--- config.mk ---
export PLATFORM = sky130hd
export DESIGN_NAME = spdif_link_supervisor_rate_detect
export DESIGN_NICKNAME = d
export VERILOG_FILES = /design/src/rtl/slsrd_pkg.sv /design/src/rtl/spdif_link_supervisor_rate_detect.sv
export SDC_FILE = /design/constraint.sdc
export NUM_CORES = 1
export LEC_CHECK = 0
export BUFFER_PORTS_ARGS = -buffer_cell sky130_fd_sc_hd__buf_4
export CORE_MARGIN = 2
export CORE_UTILIZATION = 35
export DETAILED_ROUTE_END_ITERATION = 10
export GPL_TIMING_DRIVEN = 0
export PLACE_DENSITY = 0.62
export SYNTH_ARGS = -nofsm -noshare
export SYNTH_HDL_FRONTEND = slang
export SYNTH_SLANG_ARGS = --single-unit
export TNS_END_PERCENT = 100
--- constraint.sdc ---
create_clock -name clk_i -period 11.3 [get_ports clk_i]
set_input_delay 3.39 -clock clk_i [delete_from_list [all_inputs] [get_ports clk_i]]
set_output_delay 3.39 -clock clk_i [all_outputs]
set_load 0.01 [all_outputs]
--- src/rtl/slsrd_pkg.sv ---
// Shared types, codes and constants for the S/PDIF link supervisor with rate detection.
// Holds the link state, action and rate codes and the rate threshold table.
// Depends on nothing.
package slsrd_pkg;

  // Widths of the transaction fields and the configuration register.
  localparam int unsigned ActionW   = 2;
  localparam int unsigned ErrW      = 3;
  localparam int unsigned WidthW    = 15;
  localparam int unsigned StateW    = 3;
  localparam int unsigned RateW     = 3;
  localparam int unsigned ClkFreqW  = 28;

  // Estimate arithmetic widths: five times the clock, threshold times width.
  localparam int unsigned NumW      = ClkFreqW + 3;
  localparam int unsigned ThrW      = 18;
  localparam int unsigned ProdW     = WidthW + ThrW;
  localparam int unsigned DenShift  = 6;
  localparam int unsigned CmpW      = ProdW + DenShift;

  // Rate thresholds walked from the fastest class down.
  localparam int unsigned NumThr    = 5;
  localparam int unsigned ThrIdxW   = 3;

  // Action codes.
  localparam logic [ActionW-1:0] ACT_TICK  = 2'd0;
  localparam logic [ActionW-1:0] ACT_START = 2'd1;
  localparam logic [ActionW-1:0] ACT_STOP  = 2'd2;

  // Link state codes.
  localparam logic [StateW-1:0] LINK_STOP     = 3'd0;
  localparam logic [StateW-1:0] LINK_INACTIVE = 3'd1;
  localparam logic [StateW-1:0] LINK_INIT     = 3'd2;
  localparam logic [StateW-1:0] LINK_SYNCHRO  = 3'd3;
  localparam logic [StateW-1:0] LINK_RUN      = 3'd4;

  // Rate codes.
  localparam logic [RateW-1:0] RATE_UNKNOWN = 3'd0;
  localparam logic [RateW-1:0] RATE_32K     = 3'd1;
  localparam logic [RateW-1:0] RATE_44K1    = 3'd2;
  localparam logic [RateW-1:0] RATE_48K     = 3'd3;
  localparam logic [RateW-1:0] RATE_96K     = 3'd4;
  localparam logic [RateW-1:0] RATE_192K    = 3'd5;

  // The estimate exceeds a threshold T exactly when num >= (T + 1) * den,
  // so the table holds each threshold plus one.
  function automatic logic [ThrW-1:0] rate_thr(input logic [ThrIdxW-1:0] idx);
    logic [ThrW-1:0] thr;
    case (idx)
      3'd0:    thr = 18'd190001;
      3'd1:    thr = 18'd90001;
      3'd2:    thr = 18'd46001;
      3'd3:    thr = 18'd40001;
      default: thr = 18'd3001;
    endcase
    return thr;
  endfunction

  // Rate code that belongs to each threshold step.
  function automatic logic [RateW-1:0] rate_of(input logic [ThrIdxW-1:0] idx);
    logic [RateW-1:0] code;
    case (idx)
      3'd0:    code = RATE_192K;
      3'd1:    code = RATE_96K;
      3'd2:    code = RATE_48K;
      3'd3:    code = RATE_44K1;
      default: code = RATE_32K;
    endcase
    return code;
  endfunction

endpackage

--- src/rtl/spdif_link_supervisor_rate_detect.sv ---
// Top level of the S/PDIF link supervisor with sample-rate detection.
// Uses slsrd_pkg for codes, widths and the rate threshold table.
// Contains the link state machine, the estimate sequencer and the output register.
//
//   Channel   Handshake                    Payload
//   -------   --------------------------   --------------------------------------------
//   config    cfg_we_i                     cfg_wdata_i (clock_freq_hz)
//   input     in_valid_i / in_stall_o      action_i, sync_detected_i, error_flags_i,
//                                          width_count_i
//   output    out_valid_o / out_stall_i    link_state_o, abort_idle_o, sync_request_o,
//                                          start_flow_o, rate_code_o
//
// A transaction without a rate estimate goes from acceptance straight to the done state.
// A rate estimate adds a multiply step and a compare step per threshold tried with the one
// shared multiplier and comparator, and stops at the first threshold passed or the last one.
// The input is stalled from acceptance until the result is loaded into the output register.
// A result waits in the output register while the next transaction is accepted; a full
// output register holds the next result back and keeps the input stalled.
// Reset puts the link in inactive with an unknown rate and a zero clock frequency.
module spdif_link_supervisor_rate_detect (
  input  logic                               clk_i,
  input  logic                               rst_ni,
  input  logic                               cfg_we_i,
  input  logic [slsrd_pkg::ClkFreqW-1:0]     cfg_wdata_i,
  input  logic                               in_valid_i,
  output logic                               in_stall_o,
  input  logic [slsrd_pkg::ActionW-1:0]      action_i,
  input  logic                               sync_detected_i,
  input  logic [slsrd_pkg::ErrW-1:0]         error_flags_i,
  input  logic [slsrd_pkg::WidthW-1:0]       width_count_i,
  output logic                               out_valid_o,
  input  logic                               out_stall_i,
  output logic [slsrd_pkg::StateW-1:0]       link_state_o,
  output logic                               abort_idle_o,
  output logic                               sync_request_o,
  output logic                               start_flow_o,
  output logic [slsrd_pkg::RateW-1:0]        rate_code_o
);

  // Sequencer state codes.
  localparam logic [1:0] SEQ_IDLE = 2'd0;
  localparam logic [1:0] SEQ_MUL  = 2'd1;
  localparam logic [1:0] SEQ_CMP  = 2'd2;
  localparam logic [1:0] SEQ_DONE = 2'd3;

  logic [1:0]                       seq_q, seq_d;
  logic [slsrd_pkg::ClkFreqW-1:0]   clk_freq_q;
  logic [slsrd_pkg::StateW-1:0]     link_q, link_d;
  logic [slsrd_pkg::RateW-1:0]      rate_q;
  logic [slsrd_pkg::WidthW-1:0]     width_q;
  logic [slsrd_pkg::ThrIdxW-1:0]    idx_q;
  logic [slsrd_pkg::ProdW-1:0]      prod_q;
  logic                             abort_q, sync_req_q, start_q;
  logic                             abort_d, sync_req_d, start_d;
  logic                             est_go;
  logic                             in_acc;
  logic                             out_free;
  logic                             out_load;
  logic [slsrd_pkg::NumW-1:0]       num;
  logic [slsrd_pkg::ProdW-1:0]      mul;
  logic                             above;
  logic                             last_thr;

  logic                             out_valid_q;
  logic [slsrd_pkg::StateW-1:0]     out_link_q;
  logic                             out_abort_q, out_sync_q, out_start_q;
  logic [slsrd_pkg::RateW-1:0]      out_rate_q;

  assign in_stall_o = (seq_q != SEQ_IDLE);
  assign in_acc     = in_valid_i && !in_stall_o;
  assign out_free   = !out_valid_q || !out_stall_i;
  assign out_load   = (seq_q == SEQ_DONE) && out_free;

  // Link state machine: the next state and the pulses for the accepted transaction.
  always_comb begin
    link_d     = link_q;
    abort_d    = 1'b0;
    sync_req_d = 1'b0;
    start_d    = 1'b0;
    est_go     = 1'b0;
    unique case (action_i)
      slsrd_pkg::ACT_START: begin
        link_d = slsrd_pkg::LINK_INIT;
      end
      slsrd_pkg::ACT_STOP: begin
        link_d = slsrd_pkg::LINK_STOP;
      end
      slsrd_pkg::ACT_TICK: begin
        unique case (link_q)
          slsrd_pkg::LINK_STOP: begin
            abort_d = 1'b1;
            link_d  = slsrd_pkg::LINK_INACTIVE;
          end
          slsrd_pkg::LINK_INIT: begin
            abort_d    = 1'b1;
            sync_req_d = 1'b1;
            link_d     = slsrd_pkg::LINK_SYNCHRO;
          end
          slsrd_pkg::LINK_SYNCHRO: begin
            if (sync_detected_i) begin
              start_d = 1'b1;
              est_go  = (width_count_i != '0);
              link_d  = slsrd_pkg::LINK_RUN;
            end else begin
              link_d = slsrd_pkg::LINK_INIT;
            end
          end
          slsrd_pkg::LINK_RUN: begin
            if (error_flags_i != '0) begin
              link_d = slsrd_pkg::LINK_INIT;
            end
          end
          default: begin
            link_d = slsrd_pkg::LINK_INACTIVE;
          end
        endcase
      end
      default: begin
        // The unused action code leaves everything as it is.
        link_d = link_q;
      end
    endcase
  end

  // Shared estimate unit: the width times one threshold, then a compare against five
  // times the clock. The den factor of 64 is a shift of the registered product.
  assign num      = (slsrd_pkg::NumW'(clk_freq_q) << 2) + slsrd_pkg::NumW'(clk_freq_q);
  assign mul      = slsrd_pkg::ProdW'(width_q) * slsrd_pkg::ProdW'(slsrd_pkg::rate_thr(idx_q));
  assign above    = ({prod_q, slsrd_pkg::DenShift'(0)} <= slsrd_pkg::CmpW'(num));
  assign last_thr = (idx_q == slsrd_pkg::ThrIdxW'(slsrd_pkg::NumThr - 1));

  // Estimate sequencer.
  always_comb begin
    seq_d = seq_q;
    unique case (seq_q)
      SEQ_IDLE: begin
        if (in_acc) begin
          seq_d = est_go ? SEQ_MUL : SEQ_DONE;
        end
      end
      SEQ_MUL: begin
        seq_d = SEQ_CMP;
      end
      SEQ_CMP: begin
        seq_d = (above || last_thr) ? SEQ_DONE : SEQ_MUL;
      end
      SEQ_DONE: begin
        if (out_free) begin
          seq_d = SEQ_IDLE;
        end
      end
      default: begin
        seq_d = SEQ_IDLE;
      end
    endcase
  end

  // Control registers: sequencer, link state, rate, the clock frequency register and the output valid flag.
  always_ff @(posedge clk_i or negedge rst_ni) begin
    if (!rst_ni) begin
      seq_q       <= SEQ_IDLE;
      link_q      <= slsrd_pkg::LINK_INACTIVE;
      rate_q      <= slsrd_pkg::RATE_UNKNOWN;
      clk_freq_q  <= '0;
      out_valid_q <= 1'b0;
    end else begin
      seq_q <= seq_d;
      if (cfg_we_i) begin
        clk_freq_q <= cfg_wdata_i;
      end
      if (in_acc) begin
        link_q <= link_d;
      end
      if ((seq_q == SEQ_CMP) && above) begin
        rate_q <= slsrd_pkg::rate_of(idx_q);
      end
      if (out_load) begin
        out_valid_q <= 1'b1;
      end else if (!out_stall_i) begin
        out_valid_q <= 1'b0;
      end
    end
  end

  // Working registers of the transaction in flight.
  always_ff @(posedge clk_i) begin
    if (in_acc) begin
      abort_q    <= abort_d;
      sync_req_q <= sync_req_d;
      start_q    <= start_d;
      width_q    <= width_count_i;
      idx_q      <= '0;
    end else if ((seq_q == SEQ_CMP) && !above && !last_thr) begin
      idx_q <= idx_q + 1'b1;
    end
    if (seq_q == SEQ_MUL) begin
      prod_q <= mul;
    end
  end

  // Output register holds a finished result until it is taken.
  always_ff @(posedge clk_i) begin
    if (out_load) begin
      out_link_q  <= link_q;
      out_abort_q <= abort_q;
      out_sync_q  <= sync_req_q;
      out_start_q <= start_q;
      out_rate_q  <= rate_q;
    end
  end

  assign out_valid_o    = out_valid_q;
  assign link_state_o   = out_link_q;
  assign abort_idle_o   = out_abort_q;
  assign sync_request_o = out_sync_q;
  assign start_flow_o   = out_start_q;
  assign rate_code_o    = out_rate_q;

`ifndef NO_ASSERTIONS
  // A start pulse only comes with the move into run.
  assert property (@(posedge clk_i) disable iff (!rst_ni)
    out_valid_o && start_flow_o |-> link_state_o == slsrd_pkg::LINK_RUN)
    else $error("start pulse outside run");

  // A sync request is always paired with an abort and the move into synchro.
  assert property (@(posedge clk_i) disable iff (!rst_ni)
    out_valid_o && sync_request_o |-> abort_idle_o &&
      link_state_o == slsrd_pkg::LINK_SYNCHRO)
    else $error("sync request without abort or synchro");

  // The rate only changes while an estimate step is in progress.
  assert property (@(posedge clk_i) disable iff (!rst_ni)
    $past(seq_q) != SEQ_CMP |-> $stable(rate_q))
    else $error("rate changed outside the estimate");

  // An accepted transaction always blocks the input on the next cycle.
  assert property (@(posedge clk_i) disable iff (!rst_ni)
    in_valid_i && !in_stall_o |=> in_stall_o)
    else $error("input not stalled after acceptance");
`endif

endmodule

Word level (Yosys, flattened, before mapping)
Index checks and enable logic that the tools add are counted.
{"block": "word_totals", "reg_bits": 100, "output_inout_bits": 11, "wordCells": 79}
{"block": "op_classes", "order_cmp": 1, "n_addsub": 2, "muxes": 19, "n_reduce_logical": 24, "n_mul": 1, "n_eq_ne": 16}
{"cell": "$pmux 18 s4", "n": 1}
{"cell": "$le 39x31->1", "n": 1}
{"cell": "$mul 15x18->33", "n": 1}
{"cell": "$add 30x28->31", "n": 1}
{"cell": "$pmux 3 s3", "n": 2}
{"cell": "$reduce_bool 15->1", "n": 1}
{"cell": "$eq 3x2->1 const B", "n": 4}
{"cell": "$pmux 3 s4", "n": 1}
{"cell": "$mux 1", "n": 8}
{"cell": "$mux 2", "n": 4}
{"cell": "$pmux 2 s4", "n": 1}
{"cell": "$eq 2x2->1 const B", "n": 3}
{"cell": "$eq 3x3->1 const B", "n": 2}
{"cell": "$logic_not 3->1", "n": 2}
{"cell": "$mux 3", "n": 2}
{"cell": "$reduce_bool 3->1", "n": 2}
{"cell": "$logic_and 1x1->1", "n": 5}
{"cell": "$logic_not 1->1", "n": 5}
{"cell": "$eq 2x1->1 const B", "n": 2}
{"cell": "$logic_not 2->1", "n": 2}
{"cell": "$ne 2x2->1 const B", "n": 2}
{"cell": "$reduce_and 2->1", "n": 2}
{"cell": "$add 3x1->3 const B", "n": 1}
{"cell": "$eq 3x1->1 const B", "n": 1}
{"cell": "6 further kinds", "n": 7}

Longest topological paths before layout
{"block": "logic_depth", "ltp_word": 7, "mapped_depth": 31, "ltp_nobuf": 29}

Worst setup path after synthesis
OpenSTA, ideal clock, no wires.
{"block": "synth_timing", "kind": "reg-to-reg", "start": "register idx_q[2] (netlist name)", "end": "register prod_q[30] (netlist name) (data pin)", "t_required_ns": 11.042, "period_less_slack_ns": 7.229, "path_stages_with_launch": 27, "path_slack_ns": 4.071, "setup_ns": 0.258, "path_buffers": 3, "arrival_time_ns": 6.971, "cell_sequence": "dfxtp_1 clkbuf_1 inv_1 ha_1 or2_2 clkbuf_1 o21ai_0 clkbuf_1 nand2_1 fa_1 inv_1 fa_1 fa_1 fa_1 fa_1 inv_1 fa_1 inv_1 ha_1 nand2_1 a21boi_1 a2111oi_0 a21oi_1 a311o_1 a211o_1 a21oi_1 xnor2_1"}
{"block": "synth_between", "elab_chain_cells": 3}
{"element": "start, declared", "line_no": "spdif_link_supervisor_rate_detect.sv:51", "rtl": "logic [slsrd_pkg::ThrIdxW-1:0] idx_q;"}
{"element": "start signal, assigned", "line_no": "spdif_link_supervisor_rate_detect.sv:194", "rtl": "idx_q <= idx_q + 1'b1;"}
{"element": "$eq 3x2->1 (tied with other cells)", "line_no": "slsrd_pkg.sv:49", "rtl": "case (idx)"}
{"element": "$pmux 18 s4 *", "line_no": "slsrd_pkg.sv:49"}
{"element": "$mul 15x18->33 *", "line_no": "spdif_link_supervisor_rate_detect.sv:128", "rtl": "assign mul = slsrd_pkg::ProdW'(width_q) * slsrd_pkg::ProdW'(slsrd_pkg::rate_thr(idx_q));"}
{"element": "via mul, one bit", "line_no": "spdif_link_supervisor_rate_detect.sv:60", "rtl": "logic [slsrd_pkg::ProdW-1:0] mul;"}
{"element": "end signal, assigned", "line_no": "spdif_link_supervisor_rate_detect.sv:197", "rtl": "prod_q <= mul;"}
{"element": "end, declared", "line_no": "spdif_link_supervisor_rate_detect.sv:52", "rtl": "logic [slsrd_pkg::ProdW-1:0] prod_q;"}
Mark *: on every way through the listed nets, which the timed path passes. The rest lies on a longest branch.
A chain may end at the register's enable or synchronous reset.

Worst setup path in the final report
{"block": "layout_timing", "start": "register idx_q[0] (netlist name)", "end": "register prod_q[29] (netlist name) (data pin)"}
The elaborated chain is that of the path after synthesis.

==> metrics.md <==
| Metric | Value |
|---|---|
| I/O Pins | 65 |
| Area leader, netlist | fa_1 |
| Via density | 4.94 |
| Post-synth EDFFs | 60 |
| Placement Cell Area | about 14000 um2 |
| Finished Core Util | roughly two fifths |
| Setup violators final | 0 |
| First-pass GRT wire length | just over 50000 um |
| 1st-iter DRT viols | 435 |
| Commonest non-fill, non-tap cells in the layout | inv_1, fa_1, ha_1 |
| FP Rows | 71 |
| Max frequency | around 110 MHz |
| WS Path Type | reg -> reg |
| Slew Limit Fails | 0 |
| Worst slew pin tran | ~940 ps |
| Clock Tree Root | clkbuf_16 |
| Critical Path Fanout Max | 10 |
| Slew margin rel. | 36.7% |
| Filler Cells Inserted | ~3800 |
| Avg WL per Cell | ~16 um |
| Minimum clock period | 8900 ps |
| H-Tree Depth | 3 |
| Initial Util | roughly 35% |
| Ant. Diodes | 0 |
| Chip Width | ~200 um |
| CP arrival | ~9000 ps |
| 1st-pass router iterations | 5 |
| GRT overflow | 0 |
| Layout cells sized above 1 | between 8 and 9% |
| Final Hold Viols | 0 |
| Crit path from | idx_q[0]$_SDFFE_PP0P_ |
| Met3 Usage GRT | under 10% |
| Cts hold-fix bufs | 0 |
| Routing usage on met2 | 28.9% |
| Synth Register Bits | 100 |
| Core region area | ~37000 um2 |
| Ranking of synthesized cells by area | fa_1, ha_1, edfxtp_1 |
| Initial antenna violation count | 0 |
| Commonest non-fill, non-tap cell in the layout | inv_1 |
| Tcrit/Tclk final | about four fifths |
| Yosys warns | 0 |
| DR vias | 9638 |
| Largest net degree at the start of global routing | 38 |
| Grt peak-use layer | met2 |
| CTS tree | done |
| Cell Area, Synth | around 13000 um2 |
| Crit start category | flip-flop |
| Ys async rst share | 37.0% |
| Clock insertion delay at the later pin of the skew report | about 370 ps |
| Vias in the first global route | around 10000 |
| Port-buffer cells | 63 |
| Clock Path Buffers | 2 |
| Postcts setup bufs | 0 |
| Die ar. | between 30000 and 40000 um2 |
| Post-synth top area share | a little over a quarter |
| Worst-path clk slew | ~80 ps |
| Synth-to-layout area growth | 10.6% |
| Kind of end point of the critical path | flip-flop |
| Post-Layout Inst Area | between 10000 and 15000 um2 |
| Nets | between 1500 and 2000 |
| Min-Delay Startpoint | sync_req_q$_SDFFCE_PN0P_ |
| Worst reg2reg path startpoint | idx_q[0]$_SDFFE_PP0P_ |
| Sequential cell area fraction in the yosys report | between 20% and 30% |
| Remaining routing DRC violations | 0 |
| Worst Path Required | roughly 11000 ps |
| Clock Skew | around 14 ps |
| Hold/Removal Path Class | reg -> reg |
| Synth Area per Inst | between 9 and 10 um2 |
| Resized Gates After CTS | 0 |
| Top_reg_cell synth | edfxtp_1 |
| Outcome | finished, final reports clean |
| GRT Total Usage | 16.5% |
| Post-Route WL | just over 30000 um |
| RSZ-0062 raised after global routing | false |
| Final Wtd Congestion | 0.898 |
| Max-cap violations | 0 |
| TritonCTS buffer count | 9 |
| Post-DP HPWL | between 20000 and 30000 um |
| Syn_nets | between 1500 and 2000 |
| Synthesized netlist cell count | 1360 |
| Die H | approximately 200 um |
| Met1 GRT Util | roughly a fifth |
| CTS Sinks | 100 |
| TNS Setup | 0 ps |
| Distinct cells, synth | between 60 and 70 |
| Post-route ant nets | 0 |
[cell usage after synthesis (all sizes together), types with 5 or more instances]
cell / count
inv: 254
fa: 180
ha: 157
nand2: 126
and2: 90
a21oi: 65
edfxtp: 60
o21ai: 50
nor2: 43
clkbuf: 37
dfrtp: 36
mux2: 29
xnor2: 29
a21o: 28
xor2: 15
nand2b: 12
nand3: 12
nor4: 11
nor3: 10
nand4: 9
nor2b: 9
o21bai: 9
or2: 8
o21a: 7
a31oi: 5
[layer usage]
layer  part of all wire, %  routed length [um]  vias to the layer above
li1                      -                   -                     4583
met1                    42               13200                     4793
met2                    50               15600                      213
met3                   4.5                1400                       49
met4                   3.1                 962                        0
met5                     0                   0                        -
[kinds of logic (layout without fill, tap and decap cells)]
| group | Yosys count | after routing | synth area share, % |
|---|---|---|---|
| adder cells (fa/ha/maj) | 337 | 337 | 42.0 |
| buffers and inverters | 291 | 370 | 8.24 |
| AND/OR/NAND/NOR | 345 | 345 | 13.0 |
| XOR/XNOR | 44 | 44 | 2.91 |
| AO/OA/AOI/OAI | 210 | 210 | 10.0 |
| flip-flops | 100 | 100 | 21.0 |
| multiplexers | 33 | 33 | 2.76 |
[path summary, 6_finish.rpt]
| path | to | slack [ps] | cells after the start |
|---|---|---|---|
| hold / removal | sync_request_o$_DFFE_PP_ | 430 | 0 |
| min in group asynchronous | clk_freq_q[25]$_DFFE_PN0P_ | 2970 | 1 |
| setup reg to reg | prod_q[29]$_DFFE_PP_ | 2400 | 27 |
| setup / recovery | prod_q[29]$_DFFE_PP_ | 2400 | 27 |
| hold reg to reg | sync_request_o$_DFFE_PP_ | 430 | 0 |
| max in group asynchronous | link_q[0]$_DFFE_PN1P_ | 7960 | 1 |
[state kept, by name (all words and copies together), names as in the netlist]
signal	flops
abort_idle_o	1
abort_q	1
clk_freq_q	28
idx_q	3
link_q	3
link_state_o	3
out_valid_o	1
prod_q	33
rate_code_o	3
rate_q	3
seq_q	2
start_flow_o	1
start_q	1
sync_req_q	1
sync_request_o	1
width_q	15
[metrics by stage]
stage	hold slack (ps)	worst slack, ps	instances
2_1_floorplan	400	4070	1360
6_report	425	2400	1950
4_1_cts	428	2580	1950
5_1_grt	433	1820	1950
3_5_place_dp	411	2620	1934
3_3_place_gp	414	2680	1934
[area by class of cell]
cell class	instances	area, um2	share of cell area [%]
multi-input cells	969	9390	64.0
repair buffers	63	473	3.22
flip-flops and latches	100	2790	19.0
clock buffers	9	225	1.54
clock inverters	7	60.1	0.409
well taps	511	639	4.36
inverters	254	953	6.50
plain buffers	37	139	0.947
[worst max-delay path, cell delays in order (launching register included)]
cell and delay (ps):
dfxtp_1 360, inv_1 90, ha_1 260, nor2_1 90
nor2_1 650, or2_2 230, clkbuf_1 420, o21ai_0 510
clkbuf_1 390, nand2_1 230, fa_1 440, fa_1 540
inv_1 50, fa_1 510, fa_1 430, fa_1 550
inv_1 80, fa_1 570, inv_1 50, ha_1 340
a2111oi_0 380, o21ai_1 210, a31oi_1 210, o21bai_1 150
o31ai_2 300, o21ai_1 180, nor4_1 280, nor3_1 110
Power is not shown: default switching activity piles up to over one toggle a cycle in this logic, so the estimate is an artifact.
